**src/design/sgts_pkg.sv**
```systemverilog
`timescale 1ns / 1ps
`default_nettype none
package sgts_pkg;
	localparam int unsigned QW = 16;
	localparam logic [16:0] ONE_Q16 = 17'h10000;

	typedef enum logic [1:0] {
		CFG_SIZE_X  = 2'd0,
		CFG_SIZE_Y  = 2'd1,
		CFG_SIZE_Z  = 2'd2,
		CFG_THREE_D = 2'd3
	} cfg_idx_t;

	typedef enum logic [2:0] {
		BK_IDLE,
		BK_READ,
		BK_BLEND_Y,
		BK_BLEND_X,
		BK_BLEND_Z,
		BK_DONE
	} bk_state_t;

	// Axis setup result.
	typedef struct packed {
		logic [7:0]  base;
		logic [16:0] w1;
	} axis_t;

	function automatic axis_t axis_setup(input logic [23:0] pos, input logic [8:0] n);
		logic signed [24:0] p;
		logic [8:0] i;
		logic [16:0] f;
		axis_t r;
		p = $signed({pos[23], pos}) - 25'sd32768;
		i = '0;
		f = '0;
		if (!p[24]) begin
			i = {1'b0, p[23:16]};
			f = {1'b0, p[15:0]};
		end
		if (i + 9'd1 >= n) begin
			i = n - 9'd2;
			f = ONE_Q16;
		end
		r.base = i[7:0];
		r.w1 = f;
		return r;
	endfunction
endpackage
`default_nettype wire

```
**src/design/sgts_front.sv**
```systemverilog
`timescale 1ns / 1ps
`default_nettype none
// Classifies requests: in-grid writes and samples both take a queue slot, in order.
module sgts_front import sgts_pkg::*; #(
	parameter int MAX_X = 32,
	parameter int MAX_Y = 32,
	parameter int MAX_Z = 32,
	parameter int BATCHES = 2,
	localparam int XW = (MAX_X > 1) ? $clog2(MAX_X) : 1,
	localparam int YW = (MAX_Y > 1) ? $clog2(MAX_Y) : 1,
	localparam int ZW = (MAX_Z > 1) ? $clog2(MAX_Z) : 1,
	localparam int BW = (BATCHES > 1) ? $clog2(BATCHES) : 1,
	localparam int AW = BW + ZW + YW + XW,
	localparam int QDW = 1 + 32 + 1 + AW + XW + YW + ZW + 3*17
) (
	input  wire logic req,
	input  wire logic cmd,
	input  wire logic batch,
	input  wire logic [4:0] cell_x,
	input  wire logic [4:0] cell_y,
	input  wire logic [4:0] cell_z,
	input  wire logic [31:0] cell_value,
	input  wire logic [23:0] pos_x,
	input  wire logic [23:0] pos_y,
	input  wire logic [23:0] pos_z,
	input  wire logic [5:0] size_x,
	input  wire logic [5:0] size_y,
	input  wire logic [5:0] size_z,
	input  wire logic three_d,
	output logic q_push,
	output logic [QDW-1:0] q_data
);
	logic [8:0] nx, ny, nz;
	logic d3;
	axis_t ax, ay, az;
	logic [BW-1:0] b;
	logic [8:0] zb;
	logic ok, wr_ok;
	logic [AW-1:0] addr;

	always_comb begin
		nx = (size_x < 6'd2) ? 9'd2 : ({3'd0, size_x} > 9'(MAX_X)) ? 9'(MAX_X) : {3'd0, size_x};
		ny = (size_y < 6'd2) ? 9'd2 : ({3'd0, size_y} > 9'(MAX_Y)) ? 9'(MAX_Y) : {3'd0, size_y};
		nz = (size_z < 6'd1) ? 9'd1 : ({3'd0, size_z} > 9'(MAX_Z)) ? 9'(MAX_Z) : {3'd0, size_z};
		d3 = three_d && (MAX_Z >= 2);
		if (d3 && nz < 9'd2)
			nz = 9'd2;
		b = BW'(batch);
		ax = axis_setup(pos_x, nx);
		ay = axis_setup(pos_y, ny);
		az = axis_setup(pos_z, nz);
		zb = d3 ? {1'b0, az.base} : 9'd0;
		ok = {31'd0, batch} < 32'(BATCHES);
		wr_ok = ok && ({4'd0, cell_x} < nx) && ({4'd0, cell_y} < ny) && ({4'd0, cell_z} < nz);
		addr = cmd ? {b, zb[ZW-1:0], ay.base[YW-1:0], ax.base[XW-1:0]}
			: {b, cell_z[ZW-1:0], cell_y[YW-1:0], cell_x[XW-1:0]};
		// out-of-grid writes are dropped here
		q_push = req && (cmd || wr_ok);
		// {sample, write data, valid batch, cell addr, x/y/z base, weights}
		q_data = {cmd, cell_value, ok, addr,
			ax.base[XW-1:0], ay.base[YW-1:0], zb[ZW-1:0],
			ax.w1, ay.w1, (d3 ? az.w1 : 17'd0)};
	end
endmodule
`default_nettype wire

```
**config.mk**
```make
export PLATFORM = sky130hd
export DESIGN_NAME = sgts_front
export DESIGN_NICKNAME = d
export VERILOG_FILES = /design/src/design/sgts_pkg.sv /design/src/design/sgts_front.sv
export SDC_FILE = /design/constraint.sdc
export NUM_CORES = 1
export LEC_CHECK = 0
export BUFFER_PORTS_ARGS = -buffer_cell sky130_fd_sc_hd__buf_2
export CORE_ASPECT_RATIO = 1.25
export CORE_MARGIN = 2
export CORE_UTILIZATION = 30
export DETAILED_ROUTE_END_ITERATION = 6
export PLACE_DENSITY = 0.68
export SLEW_MARGIN = 20
export SYNTH_ARGS = -nofsm -noshare
export SYNTH_HDL_FRONTEND = slang
export SYNTH_SLANG_ARGS = --single-unit
```
**constraint.sdc**
```tcl
create_clock -name vclk -period 9.9
set_input_delay 2.97 -clock vclk [all_inputs]
set_output_delay 2.97 -clock vclk [all_outputs]
set_load 0.01 [all_outputs]
```
# [After elaboration in Yosys (flattened, before gate mapping)]
# Index checks and enable logic that the tools add are counted.
[totals] mem_count=0 reg_bits=0 mem_bits_rw=0 out_inout_bits=117 in_bits=141 wordCells=49 rom_bits=0 latch_bits=0
[classes] mul=0 n_mux=22 shifts=0 n_reduce_logical=5 bitwise_logic=0 magnitude_cmp=13 addsub=9 eq_ne=0 div=0
[op_table] op="$sub A24 B17 Y25 const B" count=3
[op_table] op="$mux W17" count=4
[op_table] op="$mux W16" count=3
[op_table] op="$mux W6" count=7
[op_table] op="$add A8 B1 Y9 const B" count=3
[op_table] op="$ge A9 B6 Y1" count=3
[op_table] op="$mux W8" count=3
[op_table] op="$mux W5" count=4
[op_table] op="$gt A6 B6 Y1 const B" count=3
[op_table] op="$lt A5 B6 Y1" count=3
[op_table] op="$lt A6 B2 Y1 const B" count=3
[op_table] op="$mux W15" count=1
[op_table] op="$sub A5 B2 Y5 const B" count=3
[op_table] op="$lt A6 B1 Y1 const B" count=1
[op_table] op="$logic_and A1 B1 Y1" count=4
[op_table] op="$logic_or A1 B1 Y1" count=1

# [Longest topological paths before layout]
# Gate-level depths: netlist of the first run.
[logic_depth] ltp_word=10 depth_mapped=17 mapped_depth_nobuf=16

# [Worst setup path before layout of the first run]
# No wires, ideal clock.
[synth_path] kind="input -> output" start="input port pos_z[15]" end="output port q_data[10]" path_stages=17 slack_ns=0.068 arrival_time_ns=6.862 t_required_ns=6.930 path_cell_list="or4_4 nor2_1 a21o_1 clkbuf_1 nor2_1 ha_1 nand2_1 xnor2_1 nor2_1 ha_1 a21o_1 a21o_1 a211oi_1 o311ai_4 a211oi_4 buf_6 and2_1"
[synth_via] elab_chain_cells=6
[synth_lines] item="start: declaration" line="sgts_front.sv:25" text="input wire logic [23:0] pos_z,"
[synth_lines] item="$sub A24 B17 Y25 *" line="sgts_pkg.sv:34" text="p = $signed({pos[23], pos}) - 25'sd32768;"
[synth_lines] item="$mux W8" line="sgts_pkg.sv:37" text="if (!p[24]) begin"
[synth_lines] item="$add A8 B1 Y9" line="sgts_pkg.sv:41" text="if (i + 9'd1 >= n) begin"
[synth_lines] item="$ge A9 B6 Y1" line="sgts_pkg.sv:41"
[synth_lines] item="$mux W17 *" line="sgts_pkg.sv:41"
[synth_lines] item="$mux W17 *" line="sgts_front.sv:62" text="ax.w1, ay.w1, (d3 ? az.w1 : 17'd0)};"
[synth_lines] item="end: declaration" line="sgts_front.sv:31" text="output logic [QDW-1:0] q_data"
# Mark *: on every way between the ends. The rest lies on a longest branch, timed or not.

# [Final worst setup path of the first run]
[layout_path] start="input port pos_z[18]" end="output port q_data[80]"
[layout_via] elab_chain_cells=7
[layout_lines] item="$sub A24 B17 Y25 *" line="sgts_pkg.sv:34"
[layout_lines] item="$mux W8 *" line="sgts_pkg.sv:37"
[layout_lines] item="$add A8 B1 Y9" line="sgts_pkg.sv:41"
[layout_lines] item="$ge A9 B6 Y1" line="sgts_pkg.sv:41"
[layout_lines] item="$mux W5 *" line="sgts_pkg.sv:41"
[layout_lines] item="$mux W5 *" line="sgts_front.sv:52" text="zb = d3 ? {1'b0, az.base} : 9'd0;"
[layout_lines] item="$mux W15 *" line="sgts_front.sv:55" text="addr = cmd ? {b, zb[ZW-1:0], ay.base[YW-1:0], ax.base[XW-1:0]}"
# Marked as above.

==> results of run 1 <==
## power by group
part | total [mW] | switching [mW] | internal (mW)
Combinational | 0.238 | 0.133 | 0.105
Sequential | 0 | 0 | 0
Clock | 0 | 0 | 0
Total | 0.238 | 0.133 | 0.105
## cells in the mapped netlist (6+ instances only)
cell / number / area share [%]
and2_1: 34 / 6.6
o21ai_0: 16 / 2.5
and3_1: 18 / 3.5
nor3_1: 16 / 2.5
a21oi_1: 23 / 3.6
ha_1: 39 / 15
xnor2_1: 16 / 4.3
nand2b_1: 6 / 1.2
nor2b_1: 6 / 1.2
a21o_1: 9 / 2.1
nand2_1: 32 / 3.7
buf_4: 35 / 8.2
clkbuf_1: 11 / 1.3
xor2_1: 8 / 2.2
nand3_1: 8 / 1.2
a31oi_1: 9 / 1.7
o31ai_1: 7 / 1.6
or3_1: 10 / 1.9
nor2_1: 40 / 4.7
inv_1: 19 / 2.2
## metrics by stage
stage	utilization [%]	cell area, um2	setup slack [ps]	std cells	hold slack [ps]
global placement	39.3	4130	300	752	5940
global route	39.4	4140	8.88	752	5940
detailed placement	39.3	4130	249	752	5940
finish	39.4	4140	282	752	5940
CTS	39.3	4130	250	752	5940
floorplan	-	3220	68.1	464	5990
## cell type report
type / instances / area (um2) / share of cell area [%]
Inverter: 21 / 78.8 / 1.90
Multi-Input combinational cell: 395 / 2830 / 68.4
Tap cell: 132 / 165 / 3.99
Timing Repair Buffer: 204 / 1070 / 25.7
## kinds of logic (layout without fill, tap and decap cells)
| family | Yosys count | after routing |
|---|---|---|
| AND/OR/NAND/NOR | 201 | 201 |
| AO/OA/AOI/OAI | 124 | 124 |
| buffers and inverters | 69 | 225 |
| adder cells (fa/ha/maj) | 40 | 40 |
| XOR/XNOR | 24 | 24 |
| multiplexers | 5 | 5 |
| other | 1 | 1 |
## layer usage
metal	vias to the layer above	GRT usage, %
met1	1773	20.8
met5	-	0
met2	188	34.5
met4	2	3.52
met3	26	3.03
li1	2007	-
## worst max path at each step
stage               slack [ps]          to  startpoint  cells after the start
global route                 9   q_data[6]   pos_z[18]                     19
detailed placement         250  q_data[77]   pos_z[18]                     18
CTS                        250  q_data[77]   pos_z[18]                     18
finish                     280  q_data[80]   pos_z[18]                     18
global placement           300  q_data[66]   pos_x[15]                     18
floorplan                   70  q_data[10]   pos_z[15]                     17
==> results.md, run 1 <==
* Status: complete, no violations
* Slew Limit Fails at 0
* DRC violations left at 0
* Initial antenna violation count at 1
* Main combinational cell family by area after synthesis: simple AND/OR/NAND/NOR gates
* Vias at 3996
* Synth Area per Inst at 6.94 um2
* Register area at 0 um2
* Max layer used: met5
* Max Fclk at a little over 100 MHz
* DP HPWL at 9.66 mm
* Diodes inserted at 0
* Crit path cell chain: buf_2 > or4_4 > nor2_1 > a21o_1 > nor2_1 > ha_1 > nand2_1 > xnor2_1 > nor2_1 > ha_1 > a21o_1 > a21o_1 > a211oi_1 > buf_4 > and4b_1 > nor3_1 > o32ai_1 > buf_2
* Sequential area share after synthesis at 0%
* Vias in the first global route at 3844
* Hold Fails Final Rpt at 0
* Synth warnings at 0
* Post-CTS Hold Buffers at 0
* First-pass iteration count of the detailed router at 6
* Slowest CP cell: or4_4
* PortBufs at 191
* Crit path DAT at 6650 ps
* Slew headroom at between 40% and 50%
* I/O pins at ~260
* Post-synthesis mux area share at 1.67%
* Yosys cell types at 72
* Xor-xnor portion of the synthesized cell area at 6.52%
* Nets@finish at 802
* Lkg Pwr at 2.19 nW
* Crit-path max FO at 7
* Least-Margin Pin Slew at about 850 ps
* 1st-iter DRT viols at 116
* Final Cycle Share at 97.1%
* Met3 WL post-DR at 754 um
* Clkbuf count at 0
* Syn nets at 644
* Critical path class: in -> out
* Pwr Density at around 57 nW/um2
* Total power at 238 uW
* WL met2 at 5.58 mm
* Max Cap Viol at 0
* Final setup fails at 0
* Met1 wire length at 4.63 mm
* Height of the die at 120 um
* RD Place Congestion at 0.900
* Final WL at 11.2 mm
* Post-Synth Simple-Gate Area at 35.0%
* Vias/cell at 5.31
* FILL cells at 1189
* Die ar. at 11600 um2
* Critical Path RT at 6930 ps
* Cells after Synth at approximately 460
* Setup tns final at 0 ps
* FP Rows at 42
* Hold Path End: q_data[108]
* Hold/Removal Path Class: in -> out
* Core area at 10500 um2
* CP bufs+invs at 3
* Min cycle time layout at 9620 ps
* Initial core utilization at between 30% and 40%
* Critical Path End Type: output pin
* Hold path cells at 0
* Adder-cell area share of the yosys netlist at 15.5%
* Post-route ant nets at 0
* RSZ-0062 raised after global routing: no
* Slowest stage delay, CP at approximately 550 ps
* Largest net degree at the start of global routing at 23
* Setup Buffers After CTS at 0
* Global Route Usage Sum at 18.0%
* Share of layout cells above drive strength 1 at 36.5%
* First-pass GRT wire length at 18.0 mm
* Critical path's top delay family: simple AND/OR/NAND/NOR gates
* Setup crit start kind: input pin
* Complex-gate fraction of the synthesized area at 28.9%
* Total congestion overflow at 0
* Worst VDD drop at 31.5 uV
* Post-Syn Area at 3220 um2
* Commonest cells after routing, fill and taps aside: buf_2 (191), nor2_1 (40), ha_1 (39)
* Synth-to-layout area growth at 28.5%
* Most common cell after layout, fill and taps aside: buf_2
* Post-CTS sizing at 0
* Worst Hold Launch: cell_value[25]
* Wire per inst at between 10 and 15 um
* Seq Cell Count at 0
* Chip Width at 96.7 um
Note: power is estimated with default switching activity, not from simulation.
==> run 2, diff against run 1 <==
==> constraint.sdc (replaced) <==
create_clock -name vclk -period 8.8
set_input_delay 2.64 -clock vclk [all_inputs]
set_output_delay 2.64 -clock vclk [all_outputs]
set_load 0.01 [all_outputs]
==> run 2 against run 1 <==
Net effect: first-iteration DRC count grew 38%; sequential share of layout area is the same; hold slack lost 660 ps; count of clock-buffer cells in the layout is the same; total power grew 22%; sequential cell count is the same; global-route usage grew 1.3 points; final area grew 6.9%; non-clock buffer count grew 24; wire length grew 9.7%; cell count grew 3.2%; critical path type unchanged; largest cell class unchanged.
==> results.md, run 2 (synthesized netlist as in run 1, its figures left out) <==
* DRC violations left at 0
* Register area at 0 um2
* Critical Path End Type: output pin
* FILL cells at 1153
* Initial core utilization at 30.7%
* Setup crit start kind: input pin
* Hold/Removal Path Class: in -> out
* Slowest stage delay, CP at 570 ps
* Critical path's top delay family: simple AND/OR/NAND/NOR gates
* Slew headroom at 43.7%
* Initial antenna violation count at 0
* FP Rows at 42
* Min cycle time layout at between 8000 and 9000 ps
* Status: complete, no violations
* Least-Margin Pin Slew at between 800 and 900 ps
* Final setup fails at 0
* First-pass iteration count of the detailed router at 5
* Worst Hold Launch: cell_value[1]
* Diodes inserted at 0
* Synth-to-layout area growth at 37.4%
* RD Place Congestion at about 0.94
* Seq Cell Count at 0
* Share of layout cells above drive strength 1 at 41.5%
* Post-CTS Hold Buffers at 0
* Die ar. at 11600 um2
* Hold Fails Final Rpt at 0
* Chip Width at 96.7 um
* Total congestion overflow at 0
* Hold path cells at 0
* Final Cycle Share at between 90% and 100%
* Lkg Pwr at 2.33 nW
* Global Route Usage Sum at 19.3%
* Height of the die at ~120 um
* Pwr Density at 65.8 nW/um2
* Crit-path max FO at 8
* Worst VDD drop at 39.9 uV
* Most common cell after layout, fill and taps aside: buf_2
* First-pass GRT wire length at 19.3 mm
* Wire per inst at 15.8 um
* Post-route ant nets at 0
* Hold Path End: q_data[84]
* I/O pins at 258
* Largest net degree at the start of global routing at 23
* Slew Limit Fails at 0
* Fin util at 42.1%
* Crit path cell chain: buf_2 > or4_4 > or4b_4 > and2_4 > nand3b_1 > xnor2_1 > ha_1 > and3_1 > a211oi_4 > buf_6 > nand4b_4 > a211oi_4 > buf_6 > and2_1 > buf_2
* Vias/cell at 5.44
* Slowest CP cell: or4_4
* CP bufs+invs at 4
* Total power at 291 uW
* 1st-iter DRT viols at 160
* Max Fclk at between 100 and 150 MHz
* Final WL at 12.3 mm
* Critical Path RT at 6160 ps
* Hold_ws at 5280 ps
* Crit path DAT at ~6100 ps
* Clkbuf count at 0
* Commonest cells after routing, fill and taps aside: buf_2 (192), nor2_1 (38), ha_1 (38)
* DP HPWL at 10.5 mm
* Max Cap Viol at 0
* Core area at roughly 11000 um2
* Critical path class: in -> out
* Vias in the first global route at 4054
* Nets@finish at 826
* PortBufs at between 150 and 200
* Vias at between 4000 and 5000
==> run 2: area by class of cell <==
type	instances	area, um2	area share, %
Multi-Input combinational cell	395	2930	66.1
Tap cell	132	165	3.73
Inverter	21	78.8	1.78
Timing Repair Buffer	228	1250	28.4
==> run 2: routing by layer <==
| layer | vias up | wire length [um] | track usage [%] | part of all wire [%] |
|---|---|---|---|---|
| met3 | 37 | 872 | 2.85 | 7.1 |
| li1 | 2063 | - | - | - |
| met2 | 214 | 6330 | 36.9 | 52 |
| met5 | - | 0 | 0 | 0 |
| met4 | 0 | 330 | 5.19 | 2.7 |
| met1 | 1911 | 4740 | 22.1 | 39 |
==> run 2: where the power goes <==
part	switching [mW]	leakage [nW]	total [mW]	internal [mW]
Clock	0	0	0	0
Combinational	0.159	2.33	0.291	0.132
Sequential	0	0	0	0
Total	0.159	2.33	0.291	0.132
==> run 2: worst max-delay path by stage <==
stage | startpoint | endpoint | slack (ps) | cells after the start
after detailed placement | pos_z[15] | q_data[77] | -40 | 17
after CTS | pos_z[15] | q_data[10] | 20 | 17
after global placement | pos_z[15] | q_data[77] | -70 | 17
after global routing | pos_y[18] | q_data[71] | -20 | 12
after floorplan | pos_x[15] | q_data[49] | 40 | 17
final | pos_z[15] | q_data[10] | 90 | 15
==> run 2: timing repair <==
action / CTS / global route
pin swaps: 4 / 7
setup endpoints to repair: 3 / 64
gates resized for setup: 3 / 23
gates cloned: 0 / 1
setup buffers: 1 / 3
==> run 2: per-stage QoR <==
step | std cells | setup WS, ps | TNS, ps | area [um2]
detailed placement | 771 | -39.4 | -60.0 | 4280
finish | 776 | 88.8 | 0 | 4430
global route | 776 | -21.9 | -128 | 4430
CTS | 772 | 23.7 | 0 | 4290
floorplan | 464 | 35.4 | 0 | 3240
global placement | 771 | -66.1 | -76.9 | 4280
==> run 3, diff against run 2 <==
--- a/config.mk
+++ b/config.mk
@@ -5,12 +5,13 @@
 export SDC_FILE = /design/constraint.sdc
 export NUM_CORES = 1
 export LEC_CHECK = 0
+export ABC_AREA = 1
 export BUFFER_PORTS_ARGS = -buffer_cell sky130_fd_sc_hd__buf_2
 export CORE_ASPECT_RATIO = 1.25
 export CORE_MARGIN = 2
 export CORE_UTILIZATION = 30
 export DETAILED_ROUTE_END_ITERATION = 6
-export PLACE_DENSITY = 0.68
+export PLACE_DENSITY = 0.66
 export SLEW_MARGIN = 20
 export SYNTH_ARGS = -nofsm -noshare
 export SYNTH_HDL_FRONTEND = slang
==> run 3 against run 2 <==
Net effect: area after synthesis rose by 7.3%; via count fell by 3.1%; total power fell by 5.7%; combinational power fell by 6%.
==> results.md, run 3 <==
* Status: complete, no violations
* Most common cell after layout, fill and taps aside: buf_2
* Max Cap Viol at 0
* First-pass GRT wire length at 15.6 mm
* Wire per inst at 11.7 um
* Critical Path RT at 6160 ps
* Post-Syn Area at 3460 um2
* Core area at about 11000 um2
* Total power at 274 uW
* Slew Limit Fails at 0
* Vias in the first global route at 3550
* Share of layout cells above drive strength 1 at a little over a third
* Cells after Synth at 602
* Clkbuf count at 0
* FP Rows at 43
* Yosys cell types at 42
* Post-CTS Hold Buffers at 0
* Critical Path End Type: output pin
* Vias/cell at 4.62
* Commonest cells after routing, fill and taps aside: buf_2 (191), nand2_1 (150), nor2_1 (80)
* Least-Margin Pin Slew at 776 ps
* Initial core utilization at between 30% and 40%
* Critical path class: in -> out
* RD Place Congestion at 0.847
* I/O pins at 258
* DRC violations left at 0
* Seq Cell Count at 0
* Post-route ant nets at 0
* Final std cells w/o fill at 886
* Crit-path max FO at 14
* Height of the die at 124 um
* Crit path DAT at 5790 ps
* Fin util at 38.3%
* PortBufs at about 190
* Yosys top cell by area: nand2_1
* Pwr Density at 64.0 nW/um2
* Initial antenna violation count at 0
* Setup tns final at 0 ps
* Post-Place Cells at ~890
* Synth warnings at 0
* Area used by multi-input combinational logic at 2790 um2
* Final WL at 10.4 mm
* Share of the synthesized area in the top cell type at 16.3%
* Max Fclk at 119 MHz
* Vias at 4093
* Lkg Pwr at between 2 and 3 nW
* Sequential area share after synthesis at 0%
* Register area at 0 um2
* Die ar. at 12400 um2
* Min cycle time layout at 8430 ps
* Hold/Removal Path Class: in -> out
* Top cells by count, synth: nand2_1 (150), nor2_1 (80), inv_1 (78)
* Largest net degree at the start of global routing at 23
* Synth-to-layout area growth at 24.0%
* Area after DPL at approximately 4300 um2
* Chip Width at 100 um
* Setup crit start kind: input pin
* 1st-iter DRT viols at 147
* Synth area leaders: nand2_1 (16%), ha_1 (14%), nor2_1 (8.7%), inv_1 (8.5%), buf_4 (7.6%)
* Synth Area per Inst at 5.74 um2
* First-pass iteration count of the detailed router at 5
* FILL cells at 1254
* DP HPWL at ~9 mm
* Cell with the most instances after synthesis: nand2_1
* Global Route Usage Sum at 14.9%
* Post-route design area at roughly 4300 um2
* Hold Fails Final Rpt at 0
* Final Cycle Share at 95.8%
* Syn nets at 782
* Slew headroom at 48.2%
* Total congestion overflow at 0
* RSZ-0062 raised after global routing: no
* Nets@finish at 933
* Final setup fails at 0
* Worst VDD drop at 46.0 uV
* Diodes inserted at 0
-- run 3: changes by cell type in the layout (fill, tap and decap cells not counted), sizes merged, moves of 18 or more --
cell,delta
nand2,+135
inv,+64
nor2,+49
nand3,+44
buf,-30
and2,-25
nand4,+22
and3,-18
-- run 3: path summary, 6_finish.rpt --
check	startpoint	endpoint	slack, ps	depth (start not counted)
max	pos_z[15]	q_data[6]	370	23
min	cell_value[19]	q_data[102]	5280	0
-- run 3: what timing repair did --
item / in CTS / in global routing
endpoints found under the setup margin: 0 / 21
setup buffers: 0 / 1
gates resized for setup: 0 / 3
-- run 3: critical path, stage by stage --
cell	delay, ps
buf_2	110
inv_2	80
ha_2	220
xor2_1	150
inv_1	60
nor2_1	150
ha_2	250
nand4_1	100
nor2_1	170
nor2_1	60
a21oi_1	120
ha_1	250
a21oi_1	110
o21ai_0	80
o21ai_0	160
nand2_1	70
nor2_1	110
nand2_2	80
inv_4	90
nand2_4	150
buf_4	220
nor3b_2	160
buf_2	160
-- run 3: cell type report --
type	instances	share of cell area [%]
repair buffers	198	23.5
well taps	135	3.94
inverters	84	7.41
multi-input cells	469	65.1
-- run 3: kinds of logic (layout without fill, tap and decap cells) --
group,after synthesis,count (layout),synth area share (%)
other,1,1,0.108
adder cells (fa/ha/maj),39,39,14.1
XOR/XNOR,20,20,5.07
buffers and inverters,133,282,19.5
AND/OR/NAND/NOR,371,371,53.8
AO/OA/AOI/OAI,38,38,7.34
-- run 3: per-stage QoR --
step / hold slack [ps] / worst slack (ps)
after global placement: 5280 / 301
final: 5280 / 373
after global routing: 5280 / 14.7
after detailed placement: 5280 / 304
after floorplan: 5310 / 727
after CTS: 5280 / 299
-- run 3: power breakdown --
part | switching, mW | leakage [nW] | internal (mW)
Sequential | 0 | 0 | 0
Clock | 0 | 0 | 0
Combinational | 0.164 | 2.58 | 0.110
-- run 3: layer usage --
metal	track usage, %	routed length, um	vias up
met5	0	0	-
met4	3.17	225	0
met3	1.68	579	28
met2	28.6	5280	113
met1	17.6	4270	1767
li1	-	-	2185
